**src/rtl/blw_pkg.sv**
```systemverilog
// Shared types, constants and codes for the bouncy lattice walker.
package blw_pkg;

	// Lattice geometry.
	localparam int GRID_SIZE = 1024;
	localparam int GRID_W = $clog2(GRID_SIZE);
	localparam int HALF = GRID_SIZE / 2;

	// Field widths.
	localparam int POS_W = 15;
	localparam int DIR_W = 2;
	localparam int MODE_W = 4;
	localparam int GAIN_W = 20;
	localparam int AXIS_W = 4;
	localparam int CFG_IDX_W = 2;
	localparam int CFG_DATA_W = 20;

	// Saturation limits of a landing position, one bit wider than a position.
	localparam logic signed [POS_W:0] POS_MAX = (POS_W + 1)'((1 << (POS_W - 1)) - 1);
	localparam logic signed [POS_W:0] POS_MIN = -(POS_W + 1)'(1 << (POS_W - 1));

	// Arithmetic widths of the jump units. A walker inside the grid has
	// magnitude at most HALF, which fits in GRID_W bits.
	localparam int ABS_W = GRID_W;
	localparam int FRAC_W = 16;
	localparam int N2_W = 2 * ABS_W + 1;
	localparam int SQ_ROOT_W = (N2_W + 2 * FRAC_W + 1) / 2;
	localparam int SQ_IN_W = 2 * SQ_ROOT_W;
	localparam int DVD_W = ABS_W + FRAC_W;

	// Bounce modes.
	localparam logic [MODE_W-1:0] MODE_NONE = 4'd0;
	localparam logic [MODE_W-1:0] MODE_LINE = 4'd1;
	localparam logic [MODE_W-1:0] MODE_IDLA = 4'd2;
	localparam logic [MODE_W-1:0] MODE_SIGN = 4'd3;
	localparam logic [MODE_W-1:0] MODE_SIG2 = 4'd4;
	localparam logic [MODE_W-1:0] MODE_SOFT = 4'd5;
	localparam logic [MODE_W-1:0] MODE_SQRT = 4'd6;
	localparam logic [MODE_W-1:0] MODE_MAXI = 4'd7;
	localparam logic [MODE_W-1:0] MODE_DENT = 4'd8;
	localparam logic [MODE_W-1:0] MODE_OCTO = 4'd9;

	// Step directions.
	localparam logic [DIR_W-1:0] DIR_PX = 2'd0;
	localparam logic [DIR_W-1:0] DIR_PY = 2'd1;
	localparam logic [DIR_W-1:0] DIR_NX = 2'd2;
	localparam logic [DIR_W-1:0] DIR_NY = 2'd3;

	// Configuration register indexes.
	localparam logic [CFG_IDX_W-1:0] REG_BOUNCE_MODE = 2'd0;
	localparam logic [CFG_IDX_W-1:0] REG_LINE_GAIN = 2'd1;
	localparam logic [CFG_IDX_W-1:0] REG_AXIS_GAIN = 2'd2;

	// Reset values of the configuration registers.
	localparam logic [MODE_W-1:0] RST_BOUNCE_MODE = MODE_SQRT;
	localparam logic [GAIN_W-1:0] RST_LINE_GAIN = 20'd6554;
	localparam logic [AXIS_W-1:0] RST_AXIS_GAIN = 4'd2;

	// Configuration as seen by the step engine.
	typedef struct packed {
		logic [MODE_W-1:0] bounce_mode;
		logic [GAIN_W-1:0] line_gain;
		logic [AXIS_W-1:0] axis_gain;
	} cfg_t;

	// Head of the step queue.
	typedef struct packed {
		logic             valid;
		logic [DIR_W-1:0] dir;
	} q_head_t;

endpackage

```
**src/rtl/blw_if.sv**
```systemverilog
// Channel interfaces: step input, result output and configuration write.
interface blw_in_if;
	logic                      valid;
	logic                      ready;
	logic [blw_pkg::DIR_W-1:0] random_dir;

	modport source(output valid, output random_dir, input ready);
	modport sink(input valid, input random_dir, output ready);
endinterface


```
**src/rtl/blw_front.sv**
```systemverilog
// Front end: accepts step items into a two-entry queue for the step engine.
module blw_front (
	input  logic              clk,
	input  logic              arst_n,
	blw_in_if.sink            in_ch,
	input  logic              clearing,
	input  logic              pop,
	output blw_pkg::q_head_t  head
);

	logic [blw_pkg::DIR_W-1:0] slot_q [2];
	logic                      wr_ptr_q;
	logic                      rd_ptr_q;
	logic [1:0]                cnt_q;
	logic                      push;

	// No item is taken while the occupancy memory is being cleared.
	assign in_ch.ready = (cnt_q != 2'd2) && !clearing;
	assign push = in_ch.valid && in_ch.ready;

	assign head.valid = (cnt_q != 2'd0);
	assign head.dir = slot_q[rd_ptr_q];

	// Queue storage.
	always_ff @(posedge clk) begin
		if (push) begin
			slot_q[wr_ptr_q] <= in_ch.random_dir;
		end
	end

	// Queue pointers and fill count.
	always_ff @(posedge clk or negedge arst_n) begin
		if (!arst_n) begin
			wr_ptr_q <= 1'b0;
			rd_ptr_q <= 1'b0;
			cnt_q <= 2'd0;
		end else begin
			if (push) begin
				wr_ptr_q <= !wr_ptr_q;
			end
			if (pop) begin
				rd_ptr_q <= !rd_ptr_q;
			end
			case ({push, pop})
				2'b10: cnt_q <= cnt_q + 2'd1;
				2'b01: cnt_q <= cnt_q - 2'd1;
				default: cnt_q <= cnt_q;
			endcase
		end
	end

endmodule

```
**src/flat_wrapper.sv**
```systemverilog
// flat-port wrapper written by rule: the top's interface ports become plain ports
module blw_front_flat 
  (clk, arst_n, clearing, pop, head, in_ch_valid, in_ch_random_dir, in_ch_ready);
  blw_in_if in_ch_i ();
  input  logic clk;
  input  logic arst_n;
  input  logic clearing;
  input  logic pop;
  output blw_pkg::q_head_t head;
  input wire logic [$bits(in_ch_i.valid)-1:0] in_ch_valid;
  input wire logic [$bits(in_ch_i.random_dir)-1:0] in_ch_random_dir;
  output wire logic [$bits(in_ch_i.ready)-1:0] in_ch_ready;
  assign in_ch_i.valid = in_ch_valid;
  assign in_ch_i.random_dir = in_ch_random_dir;
  assign in_ch_ready = in_ch_i.ready;
  blw_front u_core (.clk(clk), .arst_n(arst_n), .in_ch(in_ch_i), .clearing(clearing), .pop(pop), .head(head));
endmodule
```
**config.mk**
```make
export PLATFORM = sky130hd
export DESIGN_NAME = blw_front_flat
export DESIGN_NICKNAME = d
export VERILOG_FILES = /design/src/rtl/blw_pkg.sv /design/src/rtl/blw_if.sv /design/src/rtl/blw_front.sv /design/src/flat_wrapper.sv
export SDC_FILE = /design/constraint.sdc
export NUM_CORES = 1
export LEC_CHECK = 0
export BUFFER_PORTS_ARGS = -buffer_cell sky130_fd_sc_hd__buf_2
export CAP_MARGIN = 10
export CELL_PAD_IN_SITES_DETAIL_PLACEMENT = 0
export CELL_PAD_IN_SITES_GLOBAL_PLACEMENT = 1
export CORE_AREA = 2 2 39 41
export DETAILED_ROUTE_END_ITERATION = 12
export DIE_AREA = 0 0 41 43
export PLACE_DENSITY_LB_ADDON = 0.1
export SYNTH_ARGS = -nofsm -noshare
export SYNTH_HDL_FRONTEND = slang
export SYNTH_SLANG_ARGS = --single-unit
```
**constraint.sdc**
```tcl
create_clock -name clk -period 2.3 [get_ports clk]
set_input_delay 0.345 -clock clk [delete_from_list [all_inputs] [get_ports clk]]
set_output_delay 0.345 -clock clk [all_outputs]
set_load 0.005 [all_outputs]
```
* Yosys cells after proc, flatten, opt, wreduce, memory -nomap -nowiden
Memory sizes are Yosys's and may differ from the RTL's.
Cells that the tools add are included.
** Storage, ports and cells
- Memories :: 1
- Bits of input ports :: 7
- Flip-flop bits (word level) :: 4
- Memory bits (writable) :: 4
- Logic and storage cells :: 19
- Output and inout bits :: 4
** Cells by class
- Multiplexer cells :: 3
- Equality and inequality tests :: 3
- Add/sub/neg operators :: 2
- Reduce and logical (&&, ||, !) cells :: 7
** Memories
- u_core.slot_q :: depth 2, bits a word 2, rd ports 1, clocked after memory_dff 0, wr ports 1, line blw_front.sv:11 : logic [blw_pkg::DIR_W-1:0] slot_q [2];
** Operators by type and width (number)
- 2-bit case mux with 2 select lines :: 1
- 2-bit nonzero test :: 2
- 1-bit zero test :: 3
- 2-bit by 1-bit adder with 2-bit output, second input constant :: 1
- 2-bit by 1-bit == test with 1-bit output, second input constant :: 1
- 2-bit == test, second input constant :: 1
- 1-bit logical AND :: 2
- 1-bit 2-to-1 mux :: 2
- 2-bit inequality test, second input constant :: 1
- 2-bit by 1-bit subtractor with 2-bit output, second input constant :: 1

* Longest topological paths before layout
Gate-level depths: netlist of run 1.
- Depth in word-level cells :: 5
- Mapped depth :: 6
- Depth with buffers taken out :: 6

* Worst setup path before layout of run 1
Ideal clock, no wire load.
- Kind :: register to register
- From :: register u_core.cnt_q[0]
- To :: register u_core.cnt_q[1]
- Data required time :: 2.175 ns
- Slack :: 0.868 ns
- Clock period less this slack :: 1.432 ns
- Path buffers :: 0
- Stages on the path, launching flop included :: 7
- Library setup time :: 0.125 ns
- Data arrival time :: 1.307 ns
- Cell sequence :: dfrtp_1 > inv_2 > a211o_4 > ha_1 > xnor2_1 > nor2_1 > xor2_1
** Between the ends
- Cells in the longest elaborated chain, start to end :: 5
- Elaborated cells on any way between the ends :: 9
- Classes of those cells :: add/sub (2); eq/ne (3); mux (1); reduce/logical (3)
** Ends and longest elaborated chain
- start: declaration :: line blw_front.sv:14 : logic [1:0] cnt_q;
- start signal: assignment :: line blw_front.sv:45 : 2'b10: cnt_q <= cnt_q + 2'd1;
- start signal: assignment :: line blw_front.sv:46 : 2'b01: cnt_q <= cnt_q - 2'd1;
- start signal: assignment :: line blw_front.sv:47 : default: cnt_q <= cnt_q;
- 2-bit inequality test :: line blw_front.sv:18 : assign in_ch.ready = (cnt_q != 2'd2) && !clearing;
- 1-bit logical AND :: line blw_front.sv:18
- 1-bit logical AND :: line blw_front.sv:19 : assign push = in_ch.valid && in_ch.ready;
- 2-bit by 1-bit == test with 1-bit output / 2-bit == test (equally long branches) :: line blw_front.sv:44 : case ({push, pop})
- 2-bit case mux with 2 select lines / 2-bit nonzero test (equally long branches)
Parallel ways exist; a longest one is shown, timed or not.
A chain may end at the register's enable or synchronous reset.

* Worst setup path after layout of run 1
Same ends and word-level chain as after synthesis.

==> results of run 1 <==
[worst paths after layout]
| path | start | to | slack, ns |
|---|---|---|---|
| max in group asynchronous | arst_n | u_core.cnt_q[0]$_DFFE_PN0P_ | 1.76 |
| max reg2reg | u_core.cnt_q[0]$_DFFE_PN0P_ | u_core.cnt_q[1]$_DFFE_PN0P_ | 0.78 |
| max | u_core.cnt_q[0]$_DFFE_PN0P_ | u_core.cnt_q[1]$_DFFE_PN0P_ | 0.78 |
| min in group asynchronous | arst_n | u_core.wr_ptr_q$_DFFE_PN0P_ | 0.42 |
| min | in_ch_random_dir[0] | u_core.slot_q[1][0]$_DFFE_PP_ | 0.28 |
| min reg2reg | u_core.rd_ptr_q$_DFFE_PN0P_ | u_core.rd_ptr_q$_DFFE_PN0P_ | 0.52 |
[per-stage QoR]
step | hold slack, ns | power [mW] | std cells | utilization, %
3_5_place_dp | 0.161 | 0.407 | 51 | 30.9
3_3_place_gp | 0.163 | 0.402 | 51 | 30.9
6_report | 0.281 | 0.517 | 56 | 33.5
2_1_floorplan | 0.0494 | 0.355 | 25 | -
5_1_grt | 0.282 | 0.555 | 56 | 33.5
4_1_cts | 0.270 | 0.527 | 56 | 33.5
[what timing repair did]
action | CTS | global route
resized for setup | 0 | 0
buffers inserted | 0 | 0
hold buffers | 1 | 0
hold endpoints to repair | 4 | 0
[power breakdown]
part | switching (mW) | internal (mW)
sequential | 0.0498 | 0.199
combinational | 0.0576 | 0.0962
clock | 0.0480 | 0.0664
[registers in the layout (all words and copies together), names as in the netlist]
signal	count
u_core.cnt_q	2
u_core.wr_ptr_q	1
u_core.slot_q	4
u_core.rd_ptr_q	1
[cell usage in the layout (no fill, tap or decap)]
cell type       n
xnor2_1         2
clkbuf_1        1
edfxtp_1        4
mux2_2          2
or2_2           1
inv_2           1
xor2_1          2
buf_2          10
dfrtp_1         4
a21oi_1         1
dlygate4sd3_1   1
nor2_1          3
a211o_4         1
clkbuf_4        3
xnor2_2         1
inv_1           2
ha_1            1
[logic make-up (layout without fill, tap and decap cells)]
logic type / count (synthesis) / after routing
buffers and inverters: 3 / 18
multiplexers: 2 / 2
AO/OA/AOI/OAI: 2 / 2
AND/OR/NAND/NOR: 4 / 4
adder cells (fa/ha/maj): 1 / 1
flip-flops: 8 / 8
XOR/XNOR: 5 / 5
[metal layers]
metal / wire [um] / vias up / GRT usage [%]
met4: 0 / 0 / 8.00
met2: 260 / 7 / 10.6
li1: - / 113 / -
met5: 0 / - / 0
met3: 36 / 0 / 4.71
met1: 237 / 104 / 9.06
[layout make-up]
cell class,count,area [sq um]
repair buffers,11,60.1
multi-input cells,14,126
clock buffers,4,26.3
fillers,152,920
inverters,3,11.3
well taps,16,20.0
flip-flops and latches,8,220
[worst register-to-register path, cell delays in order (launching register included)]
cell and delay, ns:
dfrtp_1 0.43, inv_2 0.06, a211o_4 0.36, ha_1 0.20, xnor2_1 0.16, nor2_1 0.07
xor2_1 0.13
==> impl_results.md, run 1 <==
- Critical Path Fanout Max: 4
- Vias: 224
- Worst Setup End Kind: flop
- Initial Util: 25.9%
- Maxcap violations: 0
- Ys async rst share: 50.0%
- Largest family of logic cells by synthesized area: XOR/XNOR gates
- Unrepaired setup endpoints after global routing: no
- Power Density: 1110 nW/um^2
- Crit-path cells: inv_2 > a211o_4 > ha_1 > xnor2_1 > nor2_1 > xor2_1
- # H-tree levels: 1
- Worst-Margin Slew: 0.184 ns
- Sink Count: 8
- Area of the core: 1380 sq um
- DP Area: 428 sq um
- Via-to-Cell Ratio: 4.00
- Buf/Inv on CP: 1
- Area share of the leading cell type in the synthesized netlist: 33.6%
- Cells on worst reg2reg path: 6
- CTS tree: done
- Crit path depth: 6
- Final worst setup slack: 0.778 ns
- Hold Crit Depth: 1
- Final-report max-slew violation count: 0
- Synth Net Count: 33
- Top post-synthesis cells by count: 4 x dfrtp_1, 4 x edfxtp_1, 3 x nor2_1
- Final net count: 49
- Synth Area in Adders: 3.50%
- WL/cell: 9.52 um
- Max frequency: 657 MHz
- GP Congestion: 0.606
- CP required: 2.43 ns
- Worst setup SP type: flop
- Worst Hold Class: in2reg
- CP Data Arrival Time: 1.65 ns
- Compound-Gate Fraction of Synth Area: 6.29%
- Design Area, Final: 464 sq um
- Worst path max stage delay: 0.43 ns
- #FFs+latches synth: 8
- P&R area growth vs syn: 29.7%
- Peak supply drop: 313 uV
- DRT Wirelength: 533 um
- Ant. Diodes: 0
- TritonRoute pass-1 iters: 2
- Skew-Pair Late Insertion Delay: 0.25 ns
- Yosys cell types: 13
- Status: finished, final reports clean
- Period minus WS final: 1.52 ns
- Gr ovfl total: 0
- Synthesized instance count: 25
- # IOs: 11
- Reg clk slew, reported paths: 0.06 ns
- Pre-CTS WS: 0.770 ns
- Mux share of post-synthesis cell area: 6.29%
- Crit share post-route: 66.2%
- Warnings, synthesis: 0
- Synth Area in XOR/XNOR: 14.3%
- Clock Tree Buf Depth: 2
- Die width: 41 um
- Number of flops mapped to enable cells by yosys: 4
- CP Class: reg2reg
- Hold Vio Cnt, Final: 0
- Drt initial violations: 1
- Ys flop type: edfxtp_1
- First-pass GRT wire length: 890 um
- Register area share after synthesis: 61.5%
- Synth Area in Simple Gates: 4.90%
- Synthesized area: 358 sq um
- Largest area contributor in the synthesized netlist: edfxtp_1
- Leak: 0.208 nW
- Clock Skews: 0.00382 ns
- Top delay family on crit path: flip-flops
- CTS buffer count: 3
- GR Util All Layers: 8.34%
- Clock root buffer master: clkbuf_4
- CP max stage cell: dfrtp_1
- DRC errors left: 0
- Std-Cell Rows: 14
- Vias in the first global route: 221
- Layout cells sized above 1: 47.5%
- Port bufs: 10
- Die H: 43 um
- Worst relative slew slack: 87.7%
- Finish-stage setup viols: 0
- Largest cells by area after synthesis: edfxtp_1 34%, dfrtp_1 28%, mux2_2 6.3%
- Largest net degree at the start of global routing: 6
- Synth Area per Inst: 14.3 sq um
- Die area: 1760 sq um
- ANT nets after route: 0
- Initial antenna violation count: 0
- Setup TNS: 0 ns
(Power assumes the default switching activity.)
==> inputs of run 2 (changes only) <==
==> constraint.sdc (replaced) <==
create_clock -name clk -period 1.58 [get_ports clk]
set_input_delay 0.237 -clock clk [delete_from_list [all_inputs] [get_ports clk]]
set_output_delay 0.237 -clock clk [all_outputs]
set_load 0.005 [all_outputs]
==> run 2 against run 1 <==
- global-route usage rose by 0.21 points
- critical path depth fell by 2
- clock power rose by 37%
- highest routed layer is now met4
- hold slack got worse by 0.11 ns
- via count rose by 1.3%
- die area did not move
- cell area rose by 0.81%
- flip-flop and latch count did not move
- non-clock buffer count rose by 1
- maximum frequency rose by 3.5%
==> impl_results.md, run 2 (same netlist as run 1, synthesis figures left out) <==
- Comb power frac: 33.9%
- Setup TNS: 0 ns
- # IOs: 11
- Clock Tree Buf Depth: 2
- Biggest regs: u_core.slot_q: 4 flops, u_core.cnt_q: 2 flops
- Finish-stage setup viols: 0
- Detailed Place HPWL: 419 um
- Reg2reg setup slack: 0.11 ns
- Clock Skews: 0.00192 ns
- Setup Fix Bufs, Post-CTS: 0
- Top layer reached by signal wires: met4
- Final-report max-slew violation count: 0
- Layout cells sized above 1: 50.0%
- Skew-Pair Late Insertion Delay: 0.25 ns
- Internal: 533 uW
- P&R area growth vs syn: 30.8%
- Period minus WS final: 1.47 ns
- Die H: 43 um
- Clock root buffer master: clkbuf_4
- Sink Count: 8
- Initial antenna violation count: 0
- GR Util All Layers: 8.55%
- Critical Path Fanout Max: 4
- Final net count: 50
- Unrepaired setup endpoints after global routing: no
- DRC errors left: 0
- CP Data Arrival Time: 1.65 ns
- Clock share of power: 20.4%
- Worst-Margin Slew: 0.172 ns
- # H-tree levels: 1
- Sw Share: 30.3%
- ANT nets after route: 0
- Fill cells: 136
- Routed wl met3: 56 um
- Net Switching: 232 uW
- Design Area, Final: 468 sq um
- Leak: 0.212 nW
- Via-to-Cell Ratio: 4.05
- Top reg by flops: u_core.slot_q
- Worst Hold Class: in2reg
- Reg clk slew, reported paths: 0.05 ns
- Peak supply drop: 471 uV
- Worst relative slew slack: 88.5%
- CP Class: reg2reg
- Initial Util: 25.9%
- Status: finished, final reports clean
- Die width: 41 um
- Wire length on met1: 264 um
- Most common cell after layout, fill and taps aside: buf_2
- Die area: 1760 sq um
- GP Congestion: 0.633
- Max frequency: 680 MHz
- Worst setup SP type: flop
- Port bufs: 10
- First-pass GRT wire length: 910 um
- CTS tree: done
- Vias: 227
- Std-Cell Rows: 14
- Hold Vio Cnt, Final: 0
- Ant. Diodes: 0
- Crit share post-route: 93.1%
- Drt initial violations: 1
- Area of the core: 1380 sq um
- Gr ovfl total: 0
- Most frequent cells in the layout: 10 x buf_2, 4 x dfrtp_1, 4 x edfxtp_1
- Largest net degree at the start of global routing: 5
- Power Density: 1630 nW/um^2
- CTS buffer count: 3
- Vias in the first global route: 222
- TritonRoute pass-1 iters: 2
- Maxcap violations: 0
- Max reg flops: 4
- CP required: 1.76 ns
- Met2 Wirelength: 229 um
- WL/cell: 10.1 um
- Worst Setup End Kind: flop
- DRT Wirelength: 567 um
- Seq pwr share: 45.7%
- DP Area: 435 sq um
==> run 2: routing by layer <==
metal,global-route usage [%],vias up
met5,0,-
li1,-,114
met3,6.81,3
met1,9.43,100
met2,10.6,10
met4,6.00,0
==> run 2: path summary, 6_finish.rpt <==
kind                                                  start                       endpoint  depth (start not counted)
max in group asynchronous                            arst_n    u_core.cnt_q[1]$_DFFE_PN0P_                          2
worst max-delay path            u_core.cnt_q[1]$_DFFE_PN0P_    u_core.cnt_q[1]$_DFFE_PN0P_                          4
worst max register to register  u_core.cnt_q[1]$_DFFE_PN0P_    u_core.cnt_q[1]$_DFFE_PN0P_                          4
worst min-delay path                    in_ch_random_dir[0]  u_core.slot_q[0][0]$_DFFE_PP_                          1
worst min register to register  u_core.rd_ptr_q$_DFFE_PN0P_    u_core.rd_ptr_q$_DFFE_PN0P_                          1
min in group asynchronous                            arst_n    u_core.rd_ptr_q$_DFFE_PN0P_                          2
==> run 2: stage by stage <==
stage | util (%) | cells | power [mW] | hold slack (ns) | worst slack, ns
floorplan | - | 25 | 0.517 | -0.0586 | 0.148
global placement | 31.5 | 52 | 0.607 | 0.0574 | 0.133
detailed placement | 31.5 | 52 | 0.612 | 0.0528 | 0.103
CTS | 33.8 | 56 | 0.778 | 0.166 | 0.0839
global route | 33.8 | 56 | 0.831 | 0.163 | 0.0126
finish | 33.8 | 56 | 0.765 | 0.172 | 0.110
==> run 2: what timing repair did <==
item,4_1_cts,5_1_grt
hold buffers,1,0
endpoints found under the hold margin,4,0
gates resized for setup,0,0
==> run 2: worst max-delay path, stage by stage (launching register included) <==
cell     delay, ns
dfrtp_1       0.41
a211o_4       0.37
ha_1          0.31
nor2_1        0.14
xor2_1        0.16
==> run 2: cell type report <==
type,instances,area (sq um),area share (%)
Sequential cell,8,220,47.1
Multi-Input combinational cell,14,126,27.0
Inverter,3,11.3,2.41
Clock buffer,3,22.5,4.81
Timing Repair Buffer,12,67.6,14.4
Tap cell,16,20.0,4.28
==> run 2: power by group through the flow <==
stage	Clock (mW)	Sequential, mW	Combinational, mW
finish	0.156	0.349	0.259
global route	0.173	0.360	0.298
CTS	0.162	0.350	0.266
detailed placement	0	0.353	0.259
global placement	0	0.350	0.258
floorplan	0	0.350	0.168
==> inputs of run 3 (changes only) <==
--- a/config.mk
+++ b/config.mk
@@ -5,13 +5,15 @@
 export SDC_FILE = /design/constraint.sdc
 export NUM_CORES = 1
 export LEC_CHECK = 0
-export BUFFER_PORTS_ARGS = -buffer_cell sky130_fd_sc_hd__buf_2
+export ABC_CLOCK_PERIOD_IN_PS = 1580
+export BUFFER_PORTS_ARGS = -buffer_cell sky130_fd_sc_hd__buf_4
 export CAP_MARGIN = 10
 export CELL_PAD_IN_SITES_DETAIL_PLACEMENT = 0
 export CELL_PAD_IN_SITES_GLOBAL_PLACEMENT = 1
 export CORE_AREA = 2 2 39 41
 export DETAILED_ROUTE_END_ITERATION = 12
 export DIE_AREA = 0 0 41 43
+export GPL_TIMING_DRIVEN = 0
 export PLACE_DENSITY_LB_ADDON = 0.1
 export SYNTH_ARGS = -nofsm -noshare
 export SYNTH_HDL_FRONTEND = slang
==> run 3 against run 2 <==
- non-clock buffer count stayed put
- global-route usage is 0.20 points higher
- flip-flop and latch count stayed put
- critical path depth is 2 higher
- critical endpoint unchanged
==> impl_results.md, run 3 (same netlist as run 1, synthesis figures left out) <==
- ANT nets after route: 0
- Critical Path Fanout Max: 4
- First-pass GRT wire length: 959 um
- CTS buffer count: 3
- # H-tree levels: 1
- Die H: 43 um
- Top reg by flops: u_core.slot_q
- Vias in the first global route: 226
- Gr ovfl total: 0
- Clock Tree Buf Depth: 2
- Via-to-Cell Ratio: 4.05
- Reg2reg setup slack: 0.08 ns
- Top delay family on crit path: flip-flops
- CP Class: reg2reg
- Skew-Pair Late Insertion Delay: 0.25 ns
- Worst setup SP type: flop
- CTS tree: done
- DP Area: 453 sq um
- Biggest regs: u_core.slot_q: 4 flops, u_core.cnt_q: 2 flops
- Status: finished, final reports clean
- Final-report max-slew violation count: 0
- Hold Crit Depth: 1
- DRC errors left: 0
- Worst r2r src: u_core.cnt_q[0]$_DFFE_PN0P_
- Worst path max stage delay: 0.41 ns
- Layout cells sized above 1: 55.0%
- Crit share post-route: 95.2%
- Area of the core: 1380 sq um
- WL/cell: 10.3 um
- Top layer reached by signal wires: met3
- Crit-path cells: inv_2 > a211o_4 > ha_4 > xnor2_1 > nor2_2 > xor2_1
- CP Data Arrival Time: 1.63 ns
- GR Util All Layers: 8.76%
- Peak supply drop: 661 uV
- Maxcap violations: 0
- Std-Cell Rows: 14
- Port bufs: 10
- Crit. Startpoint: u_core.cnt_q[0]$_DFFE_PN0P_
- CP required: 1.71 ns
- Worst-Margin Slew: 0.192 ns
- Sink Count: 8
- Vias: 227
- # IOs: 11
- Worst Setup End Kind: flop
- P&R area growth vs syn: 42.0%
- Crit path depth: 6
- Crit Reg-Reg Endpoint: u_core.cnt_q[1]$_DFFE_PN0P_
- Max frequency: 665 MHz
- Clock root buffer master: clkbuf_4
- Drt initial violations: 5
- Initial Util: 25.9%
- Design Area, Final: 508 sq um
- Largest net degree at the start of global routing: 5
- Ant. Diodes: 0
- Reg clk slew, reported paths: 0.06 ns
- Most common cell after layout, fill and taps aside: buf_4
- GP Congestion: 0.586
- Power Density: 1570 nW/um^2
- CP max stage cell: dfrtp_1
- Crit path to: u_core.cnt_q[1]$_DFFE_PN0P_
- Most frequent cells in the layout: 11 x buf_4, 4 x dfrtp_1, 4 x edfxtp_1
- Detailed Place HPWL: 429 um
- Wire length on met1: 263 um
- Routed wl met3: 41 um
- Die area: 1760 sq um
- Final worst setup slack: 0.0762 ns
- Initial antenna violation count: 0
- Leak: 0.221 nW
- Max reg flops: 4
- Buf/Inv on CP: 1
- Cells on worst reg2reg path: 6
- Setup TNS: 0 ns
- Finish-stage setup viols: 0
- Unrepaired setup endpoints after global routing: no
- Clock Skews: 0.00675 ns
- Worst relative slew slack: 87.2%
- Pre-CTS WS: 0.0326 ns
- Met2 Wirelength: 274 um
- Die width: 41 um
- Period minus WS final: 1.50 ns
- Hold Vio Cnt, Final: 0
- Worst Hold Class: in2reg
- Final net count: 50
- TritonRoute pass-1 iters: 3
- DRT Wirelength: 579 um
==> run 3: cell types whose count changed in the layout (fill, tap and decap cells not counted) <==
cell | previous run | this run
buf_2 | 10 | 0
buf_4 | 1 | 11
ha_1 | 1 | 0
ha_4 | 0 | 1
nor2_1 | 3 | 2
nor2_2 | 0 | 1
==> run 3: worst min path at each step <==
| stage | startpoint | endpoint | slack, ns |
|---|---|---|---|
| 4_1_cts | pop | u_core.rd_ptr_q$_DFFE_PN0P_ | 0.16 |
| 6_report | in_ch_random_dir[1] | u_core.slot_q[1][1]$_DFFE_PP_ | 0.17 |
| 2_1_floorplan | arst_n | u_core.cnt_q[0]$_DFFE_PN0P_ | -0.06 |
| 3_5_place_dp | arst_n | u_core.rd_ptr_q$_DFFE_PN0P_ | 0.04 |
| 3_3_place_gp | arst_n | u_core.wr_ptr_q$_DFFE_PN0P_ | 0.04 |
| 5_1_grt | in_ch_random_dir[1] | u_core.slot_q[0][1]$_DFFE_PP_ | 0.16 |
==> run 3: where the power goes <==
group	switching [mW]	internal [mW]	total, mW
clock	0.0654	0.0867	0.152
sequential	0.0665	0.289	0.356
combinational	0.104	0.187	0.291
==> run 3: final cells by class <==
cell class / count / area, sq um
repair buffers: 12 / 92.6
inverters: 3 / 11.3
fillers: 142 / 876
well taps: 16 / 20.0
clock buffers: 3 / 22.5
flip-flops and latches: 8 / 220
multi-input cells: 14 / 141
==> run 3: per-layer routing <==
layer  vias up  track usage [%]
met1       105             10.4
met3         0             4.71
li1        115                -
met5         -                0
met2         7             11.6
met4         0             6.00
==> run 3: stage by stage <==
stage / hold WS (ns) / util [%] / instances / power [mW]
finish: 0.172 / 36.7 / 56 / 0.799
global route: 0.159 / 36.7 / 56 / 0.865
CTS: 0.159 / 35.1 / 55 / 0.782
detailed placement: 0.0403 / 32.7 / 51 / 0.617
global placement: 0.0414 / 32.7 / 51 / 0.613
floorplan: -0.0586 / - / 25 / 0.517
==> run 3: what timing repair did <==
item / 4_1_cts / 5_1_grt
hold buffers: 1 / 0
gates resized for setup: 0 / 2
hold endpoints to repair: 4 / 0
endpoints found under the setup margin: 0 / 1
setup buffers: 0 / 1
